## src/rtl/ans_pkg.sv

```systemverilog
`default_nettype none

package ans_pkg;

    // Character codes the scanner reacts to.
    localparam logic [7:0] CH_NUL   = 8'h00;
    localparam logic [7:0] CH_MINUS = 8'h2D;
    localparam logic [7:0] CH_ZERO  = 8'h30;
    localparam logic [7:0] CH_ONE   = 8'h31;
    localparam logic [7:0] CH_TWO   = 8'h32;
    localparam logic [7:0] CH_THREE = 8'h33;

    // Reset value of the terminator register (semicolon).
    localparam logic [7:0] TERM_RESET = 8'h3B;

    localparam logic [7:0] RADIX_OCT = 8'd8;
    localparam logic [7:0] RADIX_DEC = 8'd10;

    // Scan phases.
    localparam logic [1:0] PH_START  = 2'd0;
    localparam logic [1:0] PH_SIGN   = 2'd1;
    localparam logic [1:0] PH_DIGITS = 2'd2;

    // Result status codes.
    localparam logic [1:0] ST_OK       = 2'd0;
    localparam logic [1:0] ST_OVERSIZE = 2'd1;
    localparam logic [1:0] ST_GARBAGE  = 2'd2;

    localparam int CHAR_W   = 8;
    localparam int VALUE_W  = 32;
    localparam int BITCNT_W = 7;
    localparam int STATUS_W = 2;
    localparam int OBITS_W  = 6;

    localparam logic [OBITS_W-1:0] OBITS_SAT   = 6'd63;
    localparam logic [OBITS_W-1:0] OBITS_LIMIT = 6'd60;
    localparam logic [OBITS_W-1:0] OBITS_STEP  = 6'd3;

    typedef struct packed {
        logic signed [VALUE_W-1:0] value;
        logic [BITCNT_W-1:0]       bit_count;
        logic [STATUS_W-1:0]       status;
    } t_result;

endpackage

`default_nettype wire

```

## src/rtl/ans_char_if.sv

```systemverilog
`default_nettype none

interface ans_char_if import ans_pkg::*; ();
    logic              valid;
    logic              ready;
    logic [CHAR_W-1:0] char_in;

    modport source (output valid, output char_in, input ready);
    modport sink (input valid, input char_in, output ready);
endinterface

`default_nettype wire

```

## src/rtl/ans_cfg_if.sv

```systemverilog
`default_nettype none

interface ans_cfg_if import ans_pkg::*; ();
    logic              valid;
    logic              ready;
    logic [CHAR_W-1:0] terminator_char;

    modport source (output valid, output terminator_char, input ready);
    modport sink (input valid, input terminator_char, output ready);
endinterface

`default_nettype wire

```

## src/rtl/ans_result_if.sv

```systemverilog
`default_nettype none

interface ans_result_if import ans_pkg::*; ();
    logic                      valid;
    logic                      ready;
    logic signed [VALUE_W-1:0] value;
    logic [BITCNT_W-1:0]       bit_count;
    logic [STATUS_W-1:0]       status;

    modport source (output valid, output value, output bit_count, output status, input ready);
    modport sink (input valid, input value, input bit_count, input status, output ready);
endinterface

`default_nettype wire

```

## src/rtl/ans_in_stage.sv

```systemverilog
`default_nettype none

module ans_in_stage import ans_pkg::*; (
    input  wire logic              i_clk,
    input  wire logic              i_rst_n,
    input  wire logic              i_valid,
    input  wire logic [CHAR_W-1:0] i_char,
    input  wire logic              i_adv,
    output logic                   o_ready,
    output logic                   o_valid,
    output logic [CHAR_W-1:0]      o_char
);

    logic              r_valid;
    logic              n_valid;
    logic [CHAR_W-1:0] r_char;
    logic              load;

    // The slot frees up in the same cycle that the core consumes it.
    assign o_ready = !r_valid || i_adv;
    assign load    = i_valid && o_ready;

    always_comb begin
        n_valid = r_valid;
        if (load) begin
            n_valid = 1'b1;
        end else if (i_adv) begin
            n_valid = 1'b0;
        end
    end

    always_ff @(posedge i_clk) begin
        if (!i_rst_n) begin
            r_valid <= 1'b0;
        end else begin
            r_valid <= n_valid;
        end
    end

    always_ff @(posedge i_clk) begin
        if (load) begin
            r_char <= i_char;
        end
    end

    assign o_valid = r_valid;
    assign o_char  = r_char;

endmodule

`default_nettype wire

```

## src/rtl/ans_scan_core.sv

```systemverilog
`default_nettype none

module ans_scan_core import ans_pkg::*; #(
    parameter int VALUE_BITS = 32
) (
    input  wire logic              i_clk,
    input  wire logic              i_rst_n,
    input  wire logic              i_cfg_we,
    input  wire logic [CHAR_W-1:0] i_cfg_term,
    input  wire logic              i_step,
    input  wire logic [CHAR_W-1:0] i_char,
    output logic                   o_emit,
    output t_result                o_result
);

    localparam int MAG_W = VALUE_BITS - 1;
    localparam int EXT_W = (VALUE_BITS > VALUE_W) ? VALUE_BITS : VALUE_W;
    localparam logic [MAG_W-1:0] MAG_MAX = '1;
    localparam logic [MAG_W-1:0] OCT_LIM = MAG_MAX / 8;
    localparam logic [MAG_W-1:0] DEC_LIM = MAG_MAX / 10;

    logic [CHAR_W-1:0]  r_term;
    logic [1:0]         r_phase,  n_phase;
    logic               r_neg,    n_neg;
    logic               r_octal,  n_octal;
    logic [MAG_W-1:0]   r_mag,    n_mag;
    logic               r_ovf,    n_ovf;
    logic [OBITS_W-1:0] r_obits,  n_obits;

    logic [CHAR_W-1:0]  digit;
    logic [CHAR_W-1:0]  radix;
    logic               is_digit;
    logic [MAG_W+3:0]   mag_scaled;
    logic [MAG_W+3:0]   mag_new;
    logic               in_limit;
    logic [EXT_W-1:0]   mag_ext;
    logic [EXT_W-1:0]   mag_neg;
    logic               bad_term;
    t_result            res;
    logic               emit;

    assign digit    = i_char - CH_ZERO;
    assign radix    = r_octal ? RADIX_OCT : RADIX_DEC;
    assign is_digit = (i_char >= CH_ZERO) && (digit < radix);

    // Multiply by 8 or 10 as shift-and-add.
    assign mag_scaled = r_octal ? {1'b0, r_mag, 3'b000}
                                : ({1'b0, r_mag, 3'b000} + {3'b000, r_mag, 1'b0});
    assign mag_new    = mag_scaled + (MAG_W+4)'(digit);
    assign in_limit   = r_octal ? (r_mag <= OCT_LIM) : (r_mag <= DEC_LIM);

    assign mag_ext  = EXT_W'(r_mag);
    assign mag_neg  = -mag_ext;
    assign bad_term = (r_term != CH_NUL) && (i_char != CH_NUL) && (i_char != r_term);

    always_comb begin
        n_phase = r_phase;
        n_neg   = r_neg;
        n_octal = r_octal;
        n_mag   = r_mag;
        n_ovf   = r_ovf;
        n_obits = r_obits;
        emit    = 1'b0;
        res     = '0;

        if (r_phase == PH_START && i_char == CH_MINUS) begin
            n_neg   = 1'b1;
            n_phase = PH_SIGN;
        end else if (r_phase != PH_DIGITS && i_char == CH_ZERO) begin
            // A leading zero selects octal.
            n_phase = PH_DIGITS;
            n_octal = 1'b1;
        end else if (is_digit) begin
            n_phase = PH_DIGITS;
            if (in_limit) begin
                // A digit that passes the limit check can still overflow.
                if (|mag_new[MAG_W+3:MAG_W]) begin
                    n_ovf = 1'b1;
                end
                n_mag = mag_new[MAG_W-1:0];
            end else begin
                n_ovf = 1'b1;
            end
            if (r_octal) begin
                if (r_obits == '0) begin
                    if (i_char == CH_ONE) begin
                        n_obits = 6'd1;
                    end else if (i_char == CH_TWO || i_char == CH_THREE) begin
                        n_obits = 6'd2;
                    end else if (i_char != CH_ZERO) begin
                        n_obits = 6'd3;
                    end
                end else begin
                    n_obits = (r_obits > OBITS_LIMIT) ? OBITS_SAT : (r_obits + OBITS_STEP);
                end
            end
        end else begin
            // Any other character ends the number.
            emit = 1'b1;
            if (bad_term) begin
                res.status = ST_GARBAGE;
            end else if (r_ovf) begin
                if (r_obits == '0) begin
                    res.status = ST_GARBAGE;
                end else begin
                    res.bit_count = BITCNT_W'(r_obits) + BITCNT_W'(r_neg);
                    res.status    = ST_OVERSIZE;
                end
            end else begin
                res.value = r_neg ? mag_neg[VALUE_W-1:0] : mag_ext[VALUE_W-1:0];
            end
            n_phase = PH_START;
            n_neg   = 1'b0;
            n_octal = 1'b0;
            n_mag   = '0;
            n_ovf   = 1'b0;
            n_obits = '0;
        end
    end

    always_ff @(posedge i_clk) begin
        if (!i_rst_n) begin
            r_term  <= TERM_RESET;
            r_phase <= PH_START;
            r_neg   <= 1'b0;
            r_octal <= 1'b0;
            r_mag   <= '0;
            r_ovf   <= 1'b0;
            r_obits <= '0;
        end else begin
            if (i_cfg_we) begin
                r_term <= i_cfg_term;
            end
            if (i_step) begin
                r_phase <= n_phase;
                r_neg   <= n_neg;
                r_octal <= n_octal;
                r_mag   <= n_mag;
                r_ovf   <= n_ovf;
                r_obits <= n_obits;
            end
        end
    end

    assign o_emit   = emit;
    assign o_result = res;

endmodule

`default_nettype wire

```

## src/rtl/ans_out_stage.sv

```systemverilog
`default_nettype none

module ans_out_stage import ans_pkg::*; (
    input  wire logic    i_clk,
    input  wire logic    i_rst_n,
    input  wire logic    i_load,
    input  wire t_result i_result,
    input  wire logic    i_ready,
    output logic         o_valid,
    output t_result      o_result
);

    logic    r_valid;
    logic    n_valid;
    t_result r_result;

    always_comb begin
        n_valid = r_valid;
        if (i_load) begin
            n_valid = 1'b1;
        end else if (i_ready) begin
            n_valid = 1'b0;
        end
    end

    always_ff @(posedge i_clk) begin
        if (!i_rst_n) begin
            r_valid <= 1'b0;
        end else begin
            r_valid <= n_valid;
        end
    end

    always_ff @(posedge i_clk) begin
        if (i_load) begin
            r_result <= i_result;
        end
    end

    assign o_valid  = r_valid;
    assign o_result = r_result;

endmodule

`default_nettype wire

```

## src/rtl/ascii_number_scanner.sv

```systemverilog
// ascii_number_scanner: scans signed decimal or octal integer literals from
// a stream of ASCII characters, one character per request on i_char.
// A number may start with a minus sign; a leading zero selects octal.
// The first character that is not a digit ends the number and produces one
// request on o_result carrying value, bit_count and status. Digits and the
// sign produce no result.
// The terminator register is written through i_cfg, whose ready is always
// high; it should be written only while the scanner is idle.
// A character is captured in the input register, and the scan logic then
// updates its state from it and loads the result register. Throughput is
// one character per cycle while no character that ends a number waits for
// the result register. The state update shifts and adds the magnitude.
// When the receiver stalls, a waiting result stays in the result register;
// characters that end no number keep flowing, and a character that ends a
// number waits in the input register until the result register frees.
// Synchronous active-low reset empties both registers, clears the scan
// state and sets the terminator to a semicolon.
`default_nettype none

module ascii_number_scanner import ans_pkg::*; #(
    parameter int VALUE_BITS = 32
) (
    input  wire logic  i_clk,
    input  wire logic  i_rst_n,
    ans_cfg_if.sink    i_cfg,
    ans_char_if.sink   i_char,
    ans_result_if.source o_result
);

    logic              in_valid;
    logic [CHAR_W-1:0] in_char;
    logic              in_ready;
    logic              core_emit;
    t_result           core_result;
    logic              out_valid;
    t_result           out_result;
    logic              adv;
    logic              load_out;

    // The registered character is consumed when it produces no result or
    // when the result register is empty or being drained this cycle.
    assign adv      = in_valid && (!core_emit || !out_valid || o_result.ready);
    assign load_out = adv && core_emit;

    assign i_cfg.ready  = 1'b1;
    assign i_char.ready = in_ready;

    ans_in_stage u_in (
        .i_clk   (i_clk),
        .i_rst_n (i_rst_n),
        .i_valid (i_char.valid),
        .i_char  (i_char.char_in),
        .i_adv   (adv),
        .o_ready (in_ready),
        .o_valid (in_valid),
        .o_char  (in_char)
    );

    ans_scan_core #(
        .VALUE_BITS (VALUE_BITS)
    ) u_core (
        .i_clk      (i_clk),
        .i_rst_n    (i_rst_n),
        .i_cfg_we   (i_cfg.valid),
        .i_cfg_term (i_cfg.terminator_char),
        .i_step     (adv),
        .i_char     (in_char),
        .o_emit     (core_emit),
        .o_result   (core_result)
    );

    ans_out_stage u_out (
        .i_clk    (i_clk),
        .i_rst_n  (i_rst_n),
        .i_load   (load_out),
        .i_result (core_result),
        .i_ready  (o_result.ready),
        .o_valid  (out_valid),
        .o_result (out_result)
    );

    assign o_result.valid     = out_valid;
    assign o_result.value     = out_result.value;
    assign o_result.bit_count = out_result.bit_count;
    assign o_result.status    = out_result.status;

`ifndef SYNTHESIS
    // A new result never overwrites one that the receiver has not taken.
    a_no_overwrite : assert property (@(posedge i_clk) disable iff (!i_rst_n)
        load_out |-> (!out_valid || o_result.ready))
        else $error("result register overwritten while stalled");

    // Only an ok status carries a nonzero value.
    a_value_only_ok : assert property (@(posedge i_clk) disable iff (!i_rst_n)
        (out_valid && out_result.status != ST_OK) |-> (out_result.value == '0))
        else $error("nonzero value with non-ok status");

    // A bit count appears exactly with the oversized status.
    a_bitcount_oversize : assert property (@(posedge i_clk) disable iff (!i_rst_n)
        out_valid |-> ((out_result.bit_count != '0) == (out_result.status == ST_OVERSIZE)))
        else $error("bit count and oversized status disagree");

    // A stalled input register holds while the core is not consuming it.
    a_in_hold : assert property (@(posedge i_clk) disable iff (!i_rst_n)
        (in_valid && !adv) |=> (in_valid && $stable(in_char)))
        else $error("input register lost an unconsumed character");
`endif

endmodule

`default_nettype wire
```

## src/flat_wrapper.sv

```systemverilog
// flat-port wrapper written by rule: the top's interface ports become plain ports
module ascii_number_scanner_flat import ans_pkg::*;
#(
    parameter int VALUE_BITS = 32
)
  (i_clk, i_rst_n, i_cfg_valid, i_cfg_terminator_char, i_cfg_ready, i_char_valid, i_char_char_in, i_char_ready, o_result_valid, o_result_value, o_result_bit_count, o_result_status, o_result_ready);
  ans_cfg_if i_cfg_i ();
  ans_char_if i_char_i ();
  ans_result_if o_result_i ();
  input  wire logic i_clk;
  input  wire logic i_rst_n;
  input wire logic [$bits(i_cfg_i.valid)-1:0] i_cfg_valid;
  input wire logic [$bits(i_cfg_i.terminator_char)-1:0] i_cfg_terminator_char;
  output wire logic [$bits(i_cfg_i.ready)-1:0] i_cfg_ready;
  input wire logic [$bits(i_char_i.valid)-1:0] i_char_valid;
  input wire logic [$bits(i_char_i.char_in)-1:0] i_char_char_in;
  output wire logic [$bits(i_char_i.ready)-1:0] i_char_ready;
  output wire logic [$bits(o_result_i.valid)-1:0] o_result_valid;
  output wire logic [$bits(o_result_i.value)-1:0] o_result_value;
  output wire logic [$bits(o_result_i.bit_count)-1:0] o_result_bit_count;
  output wire logic [$bits(o_result_i.status)-1:0] o_result_status;
  input wire logic [$bits(o_result_i.ready)-1:0] o_result_ready;
  assign i_cfg_i.valid = i_cfg_valid;
  assign i_cfg_i.terminator_char = i_cfg_terminator_char;
  assign i_cfg_ready = i_cfg_i.ready;
  assign i_char_i.valid = i_char_valid;
  assign i_char_i.char_in = i_char_char_in;
  assign i_char_ready = i_char_i.ready;
  assign o_result_valid = o_result_i.valid;
  assign o_result_value = o_result_i.value;
  assign o_result_bit_count = o_result_i.bit_count;
  assign o_result_status = o_result_i.status;
  assign o_result_i.ready = o_result_ready;
  ascii_number_scanner #(.VALUE_BITS(VALUE_BITS)) u_core (.i_clk(i_clk), .i_rst_n(i_rst_n), .i_cfg(i_cfg_i), .i_char(i_char_i), .o_result(o_result_i));
endmodule
```

## config.mk

```make
export PLATFORM = sky130hd
export DESIGN_NAME = ascii_number_scanner_flat
export DESIGN_NICKNAME = d
export VERILOG_FILES = /design/src/rtl/ans_pkg.sv /design/src/rtl/ans_char_if.sv /design/src/rtl/ans_cfg_if.sv /design/src/rtl/ans_result_if.sv /design/src/rtl/ans_in_stage.sv /design/src/rtl/ans_scan_core.sv /design/src/rtl/ans_out_stage.sv /design/src/rtl/ascii_number_scanner.sv /design/src/flat_wrapper.sv
export SDC_FILE = /design/constraint.sdc
export NUM_CORES = 1
export LEC_CHECK = 0
export BUFFER_PORTS_ARGS = -buffer_cell sky130_fd_sc_hd__buf_2
export CORE_MARGIN = 1
export CORE_UTILIZATION = 62
export DETAILED_ROUTE_END_ITERATION = 7
export HOLD_SLACK_MARGIN = 0.02
export PLACE_DENSITY = 0.78
export SYNTH_ARGS = -nofsm -noshare
export SYNTH_HDL_FRONTEND = slang
export SYNTH_HIERARCHICAL = 1
export SYNTH_SLANG_ARGS = --single-unit
```

## constraint.sdc

```tcl
create_clock -name i_clk -period 5.3 [get_ports i_clk]
set_input_delay 0.53 -clock i_clk [delete_from_list [all_inputs] [get_ports i_clk]]
set_output_delay 0.53 -clock i_clk [all_outputs]
set_load 0.005 [all_outputs]
```

-- Yosys cells after proc, flatten, opt, wreduce, memory -nomap -nowiden
Index checks and enable logic that the tools add are counted.
- register bits: 101
- bits in latches: 0
- memory bits (writable): 0
- memory bits (read-only): 0
- bits of input ports: 21
- output and inout bits: 44
- logic and storage cells: 110
- memories: 0
- add/sub/neg operators: 6
- $mul: 0
- div/mod/pow operators: 0
- $lt $le $gt $ge: 5
- equality and inequality tests: 15
- shift-type cells: 0
- mux-type cells: 33
- bitwise logic cells: 4
- reductions and logical operators: 32
- operators by type and width (kind ; count):
    2-to-1 mux 31 bit ; 3
    <= comparator 31 x 28 -> 1 bit (second input constant) ; 2
    2-to-1 mux 6 bit ; 7
    equality test 8 x 6 -> 1 bit (second input constant) ; 5
    adder 34 x 32 -> 35 bit ; 1
    adder 35 x 8 -> 35 bit ; 1
    2-to-1 mux 35 bit ; 1
    negator 31 -> 32 bit ; 1
    nonzero test 8 bit ; 2
    2-to-1 mux 1 bit ; 15
    2-to-1 mux 2 bit ; 7
    OR reduction 6 bit ; 2
    OR reduction 5 bit ; 2
    greater-or-equal comparator 8 x 6 -> 1 bit (second input constant) ; 1
    logical AND 1 bit ; 8
    < comparator 8 x 4 -> 1 bit ; 1
    != test 8 x 6 -> 1 bit (second input constant) ; 1
    != test 8 bit ; 1
    AND reduction 4 bit ; 2
    subtractor 8 x 6 -> 8 bit (second input constant) ; 1
    adder 6 x 1 -> 7 bit ; 1
    adder 6 x 2 -> 6 bit (second input constant) ; 1
    > comparator 6 bit (second input constant) ; 1
    logical NOT 6 bit ; 1
    13 further kinds ; 27

-- Logic depth before layout (Yosys ltp)
- depth in word-level cells: 13
- gate-level depth with buffers: 20
- depth with buffers taken out: 17

-- By module
The synthesis kept the hierarchy.
- by module, submodules not included (module ; instances ; cells an instance ; area each (sq um) ; sequential area each (sq um)):
    ans_scan_core ; 1 ; 894 ; 6557.5 ; 1001.0
    ans_out_stage ; 1 ; 44 ; 1272.5 ; 1251.2
    ans_in_stage ; 1 ; 13 ; 297.8 ; 260.2
    ascii_number_scanner ; 1 ; 6 ; 43.8 ; 0.0

-- Worst setup path after synthesis
OpenSTA, ideal clock, no wires.
- path kind: reg-to-reg
- start point: reg u_core.u_core.r_octal
- end point: reg u_core.u_core.r_mag[28]
- setup time: 117 ps
- arrival time: 4706 ps
- data required time: 5183 ps
- setup slack: 477 ps
- cell stages (with the launch flop): 19
- path buffers: 6
- period minus slack after synthesis: 4823 ps
- cells stage by stage: dfxtp_1 > buf_2 > clkbuf_1 > buf_2 > clkbuf_1 > clkbuf_1 > clkbuf_1 > mux2_2 > ha_1 > a21oi_1 > o21ai_0 > a31oi_1 > or3_1 > nor4_4 > nand4_4 > or3_1 > and3b_1 > xor2_1 > a22o_1
- cells in the longest elaborated chain, start to end: 11
- elaborated cells on any way between the ends: 17
- those cells by class: add/sub (1); order compare (1); eq/ne (1); mux (8); reduce/logical (6)
- RTL lines (element ; line ; RTL):
    start, declared ; ans_scan_core.sv:25 ; logic r_octal, n_octal;
    start signal, assigned ; ans_scan_core.sv:137 ; r_octal <= n_octal;
    2-to-1 mux 2 bit ; ans_scan_core.sv:43 ; assign radix = r_octal ? RADIX_OCT : RADIX_DEC;
    < comparator 8 x 4 -> 1 bit ; ans_scan_core.sv:44 ; assign is_digit = (i_char >= CH_ZERO) && (digit < radix);
    logical AND 1 bit ; ans_scan_core.sv:44 ;
    2-to-1 mux 1 bit ; ans_scan_core.sv:73 ; end else if (is_digit) begin
    2-to-1 mux 1 bit ; ans_scan_core.sv:69 ; end else if (r_phase != PH_DIGITS && i_char == CH_ZERO) begin
    2-to-1 mux 1 bit ; ans_scan_core.sv:66 ; if (r_phase == PH_START && i_char == CH_MINUS) begin
    logical NOT 1 bit ; ascii_number_scanner.sv:42 ; assign adv = in_valid && (!core_emit || !out_valid || o_result.ready);
    logical OR 1 bit (2 in series) ; ascii_number_scanner.sv:42 ;
    logical AND 1 bit ; ascii_number_scanner.sv:42 ;
    AND reduction 4 bit (no source line) ; -- ;
    end signal, assigned ; ans_scan_core.sv:138 ; r_mag <= n_mag;
    end, declared ; ans_scan_core.sv:26 ; logic [MAG_W-1:0] r_mag, n_mag;
Several ways; a longest one is shown, not always the timed one. The select of a mux whose other input is x is not followed.
A chain may end at the register's enable or synchronous reset.

-- Worst setup path after layout
- start point: reg u_core.u_core.r_mag[2]
- end point: reg u_core.u_core.r_ovf
- cells in the longest elaborated chain, start to end: 6
- elaborated cells on any way between the ends: 11
- those cells by class: add/sub (2); order compare (2); eq/ne (1); mux (4); reduce/logical (2)
- RTL lines (element ; line ; RTL):
    adder 34 x 32 -> 35 bit ; ans_scan_core.sv:48 ; : ({1'b0, r_mag, 3'b000} + {3'b000, r_mag, 1'b0});
    2-to-1 mux 35 bit ; ans_scan_core.sv:47 ; assign mag_scaled = r_octal ? {1'b0, r_mag, 3'b000}
    adder 35 x 8 -> 35 bit ; ans_scan_core.sv:49 ; assign mag_new = mag_scaled + (MAG_W+4)'(digit);
    OR reduction 4 bit ; ans_scan_core.sv:77 ; if (|mag_new[MAG_W+3:MAG_W]) begin
    != test 3 x 2 -> 1 bit (no source line) ; -- ;
    AND reduction 4 bit (no source line) ; -- ;
    end signal, assigned ; ans_scan_core.sv:139 ; r_ovf <= n_ovf;
    end, declared ; ans_scan_core.sv:27 ; logic r_ovf, n_ovf;
Several ways; a longest one is shown, not always the timed one.

==> results.md <==
* Post-route ant nets at 0
* Area growth syn-to-layout at 7.93%
* Non-filler instance count after layout at 1152
* First-pass detailed-route iteration total at 5
* Ant diodes at 0
* Worst path slowest cell: dfxtp_1
* Clk Latency, worst-skew pair at 0.35 ns
* Placed Cells at between 1000 and 1500
* Syn_area_per_cell at ~8.5 um^2
* DP HPWL at 14400 um
* Number of flops mapped to enable cells by yosys at between 40 and 50
* Final non-filler cell area at between 0.008 and 0.009 mm^2
* Ys Warns at 6
* CTS Buf Count at 9
* Share of cells above drive strength 1 at 13.8%
* Synth Register Bits at 101
* Resized cells post-CTS at 0
* Crit path arrival time at roughly 4.5 ns
* Achievable Freq at around 230 MHz
* Final setup TNS at 0 ns
* Pre-CTS setup slack at 1.05 ns
* Final worst-path cycle share at 81.2%
* Buf/Inv on CP at 1
* PwrDens at just under 200 mW/mm^2
* Die area at approximately 0.014 mm^2
* CP Cell Sequence: ha_1, fa_1, mux2_2, ha_1, inv_1, o21bai_1, a211o_1, a21oi_1, or3_1, nor4_2, nand4_1, nor4_2, xor2_1, o31ai_1, a31oi_1
* Outcome: finished clean
* Delay-heaviest family, CP: simple AND/OR/NAND/NOR gates
* Total grt overflow at 0
* Wire length of the first global-routing pass at approximately 32000 um
* Initial antenna violation count at 0
* Clock tree from TritonCTS: built
* Core ar. at approximately 0.013 mm^2
* Worst EP required at 5.53 ns
* Syn Nets at ~1000
* Setup WS post-layout at 0.999 ns
* Comb power frac at under 10%
* Initial Utilization at between 60% and 70%
* Clock Sinks at 101
* Die height at 117 um
* Switching Share at a little under a quarter
* Vias in the first global route at between 6000 and 7000
* Most frequent cells in the layout: nand2_1, nor2_1, buf_2
* Tmin final at about 4.3 ns
* Root Buffer: clkbuf_16
* # rows at between 40 and 50
* Seq/Total Area, Yosys at ~31%
* Max Slew Vio Count at 0
* Clock transition at path regs at roughly 0.070 ns
* Worst Hold Class: in2reg
* Sw power at about 0.4 mW
* RSZ-0062 raised after global routing: false
* Post-synthesis cell count at 957
* WL final at roughly 20000 um
* Placer Congestion at just over 0.9
* Setup violators final at 0
* Most common cell after layout, fill and taps aside: nand2_1
* Clock power share at approximately two fifths
* DP Area at 0.00850 mm^2
* Setup crit end kind: flip-flop
* Worst Path Max Fanout at 10
* Number of port buffers at between 60 and 70
* Worst VDD drop at ~0.14 mV
* Share of flip-flops with an asynchronous set or reset at 0%
* Max Cap Viol at 0
* DR iter-0 viols at approximately 700
* Area of the mapped netlist at just over 0.008 mm^2
* Post-synth cell types at 94
* Largest net degree at the start of global routing at slightly below 50
* Total GRT Usage at between 20% and 30%
* Normalized max-slew margin at around 29%
* CTS H-Tree Depth at 3
* Critical path class: reg2reg
* Util after Layout at between 60% and 70%
* I/O pins at 65
* Final count of hold timing violations at 0
* Slowest stage delay, CP at between 0.5 and 0.6 ns
* Most common flop cell mapped by yosys: dfxtp_1
* Max Root-Sink Buffers at 2
* Remaining routing DRC violations at 0
* Leak at 3.52 nW
* DR vias at 7249
* Flop pwr share at 50.6%
* Vias per cell at between 6 and 7
* Hold buffers post-CTS at 0
* Setup Skew at 0.0106 ns
* Wire per inst at 16.9 um
* Final nets at between 1000 and 1500
* Startpoint class of the critical path: flip-flop
* Power Internal at 1.31 mW
* Slew @ Worst Pin at about 1.1 ns
* Die Span X at 117 um
* Post-CTS Setup Bufs at 0
## per-layer routing
metal	up-vias	track usage, %	wire length (um)
met5	-	0	0
met4	0	9.28	388
met3	34	4.22	1150
met2	257	44.9	8460
met1	3378	43.8	9520
li1	3580	-	-
## metrics by stage
stage | power (mW) | hold slack [ns]
2_1_floorplan | 0.963 | 0.486
3_3_place_gp | 1.00 | 0.503
3_5_place_dp | 1.01 | 0.507
4_1_cts | 1.71 | 0.353
5_1_grt | 1.76 | 0.347
6_report | 1.70 | 0.355
## final timing paths
| path | slack (ns) | to | cells after the start | start |
|---|---|---|---|---|
| hold reg to reg | 0.51 | u_core/u_in/o_valid | 2 | u_core/u_in/o_valid |
| setup reg to reg | 1.0 | u_core/u_core/r_ovf | 15 | u_core/u_core/r_mag[2] |
| setup / recovery | 1.0 | u_core/u_core/r_ovf | 15 | u_core/u_core/r_mag[2] |
| hold / removal | 0.36 | u_core/u_in/o_char[5] | 1 | i_char_char_in[5] |
## Yosys cell counts (4+ instances only)
cell type   n  area share, %
nand2_1    93            4.3
nor2_1     82            3.8
dfxtp_1    52             13
o21ai_0    50            3.1
a21oi_1    49            3.0
edfxtp_1   49             18
ha_1       46            7.0
clkbuf_1   44            2.0
xor2_1     41            4.4
xnor2_1    36            3.9
nor2b_1    35            2.7
inv_1      24            1.1
nor3_1     24            1.5
nand3_1    23            1.4
nand4_1    21            1.6
a22oi_1    18            1.7
and2_1     17            1.3
nor4_1     16            1.2
buf_2      14           0.86
o31ai_1    13            1.2
a21o_1     11            1.0
mux2i_1    11            1.3
o21a_1     11            1.0
a31oi_1    10           0.77
and3_1     10           0.77
or3_1       8           0.61
or4_1       8           0.73
or2_2       7           0.54
a211oi_1    6           0.55
a22o_1      6           0.64
a2111oi_0   5           0.54
a211o_1     5           0.54
nor3b_1     4           0.37
o211ai_1    4           0.37
o21bai_1    4           0.37
o31ai_4     4            1.0
## layout make-up
| type | instances | area [um^2] |
|---|---|---|
| clock inverter | 7 | 96.3 |
| inverter | 25 | 93.8 |
| fill | 1074 | 3900 |
| multi-input combinational | 771 | 5330 |
| clock buffer | 9 | 225 |
| sequential | 101 | 2510 |
| tap | 172 | 215 |
| timing repair buffer | 67 | 345 |
## power by group through the flow
stage | combinational (mW) | sequential [mW] | clock [mW]
global route | 0.145 | 0.864 | 0.750
floorplan | 0.0857 | 0.877 | 0
detailed placement | 0.128 | 0.878 | 0
global placement | 0.127 | 0.877 | 0
finish | 0.129 | 0.861 | 0.713
CTS | 0.129 | 0.861 | 0.717
## cell families after synthesis
kind of cell / after synthesis / share of synthesized area (%)
AO/OA/AOI/OAI: 252 / 22.5
other: 1 / 0.0459
multiplexers: 16 / 2.11
adder cells (fa/ha/maj): 48 / 7.53
flip-flops: 101 / 30.7
AND/OR/NAND/NOR: 377 / 24.7
XOR/XNOR: 77 / 8.25
buffers and inverters: 85 / 4.16
## registers in the layout (all words and copies together), names as in the netlist
| signal | count |
|---|---|
| u_core/u_core/r_mag | 31 |
| u_core/u_core/r_neg | 1 |
| u_core/u_core/r_obits | 6 |
| u_core/u_core/r_octal | 1 |
| u_core/u_core/r_ovf | 1 |
| u_core/u_core/r_phase | 2 |
| u_core/u_core/r_term | 8 |
| u_core/u_in/o_char | 8 |
| u_core/u_in/o_valid | 1 |
| u_core/u_out/o_result | 41 |
| u_core/u_out/o_valid | 1 |
Power figures use the tool's default switching activity.
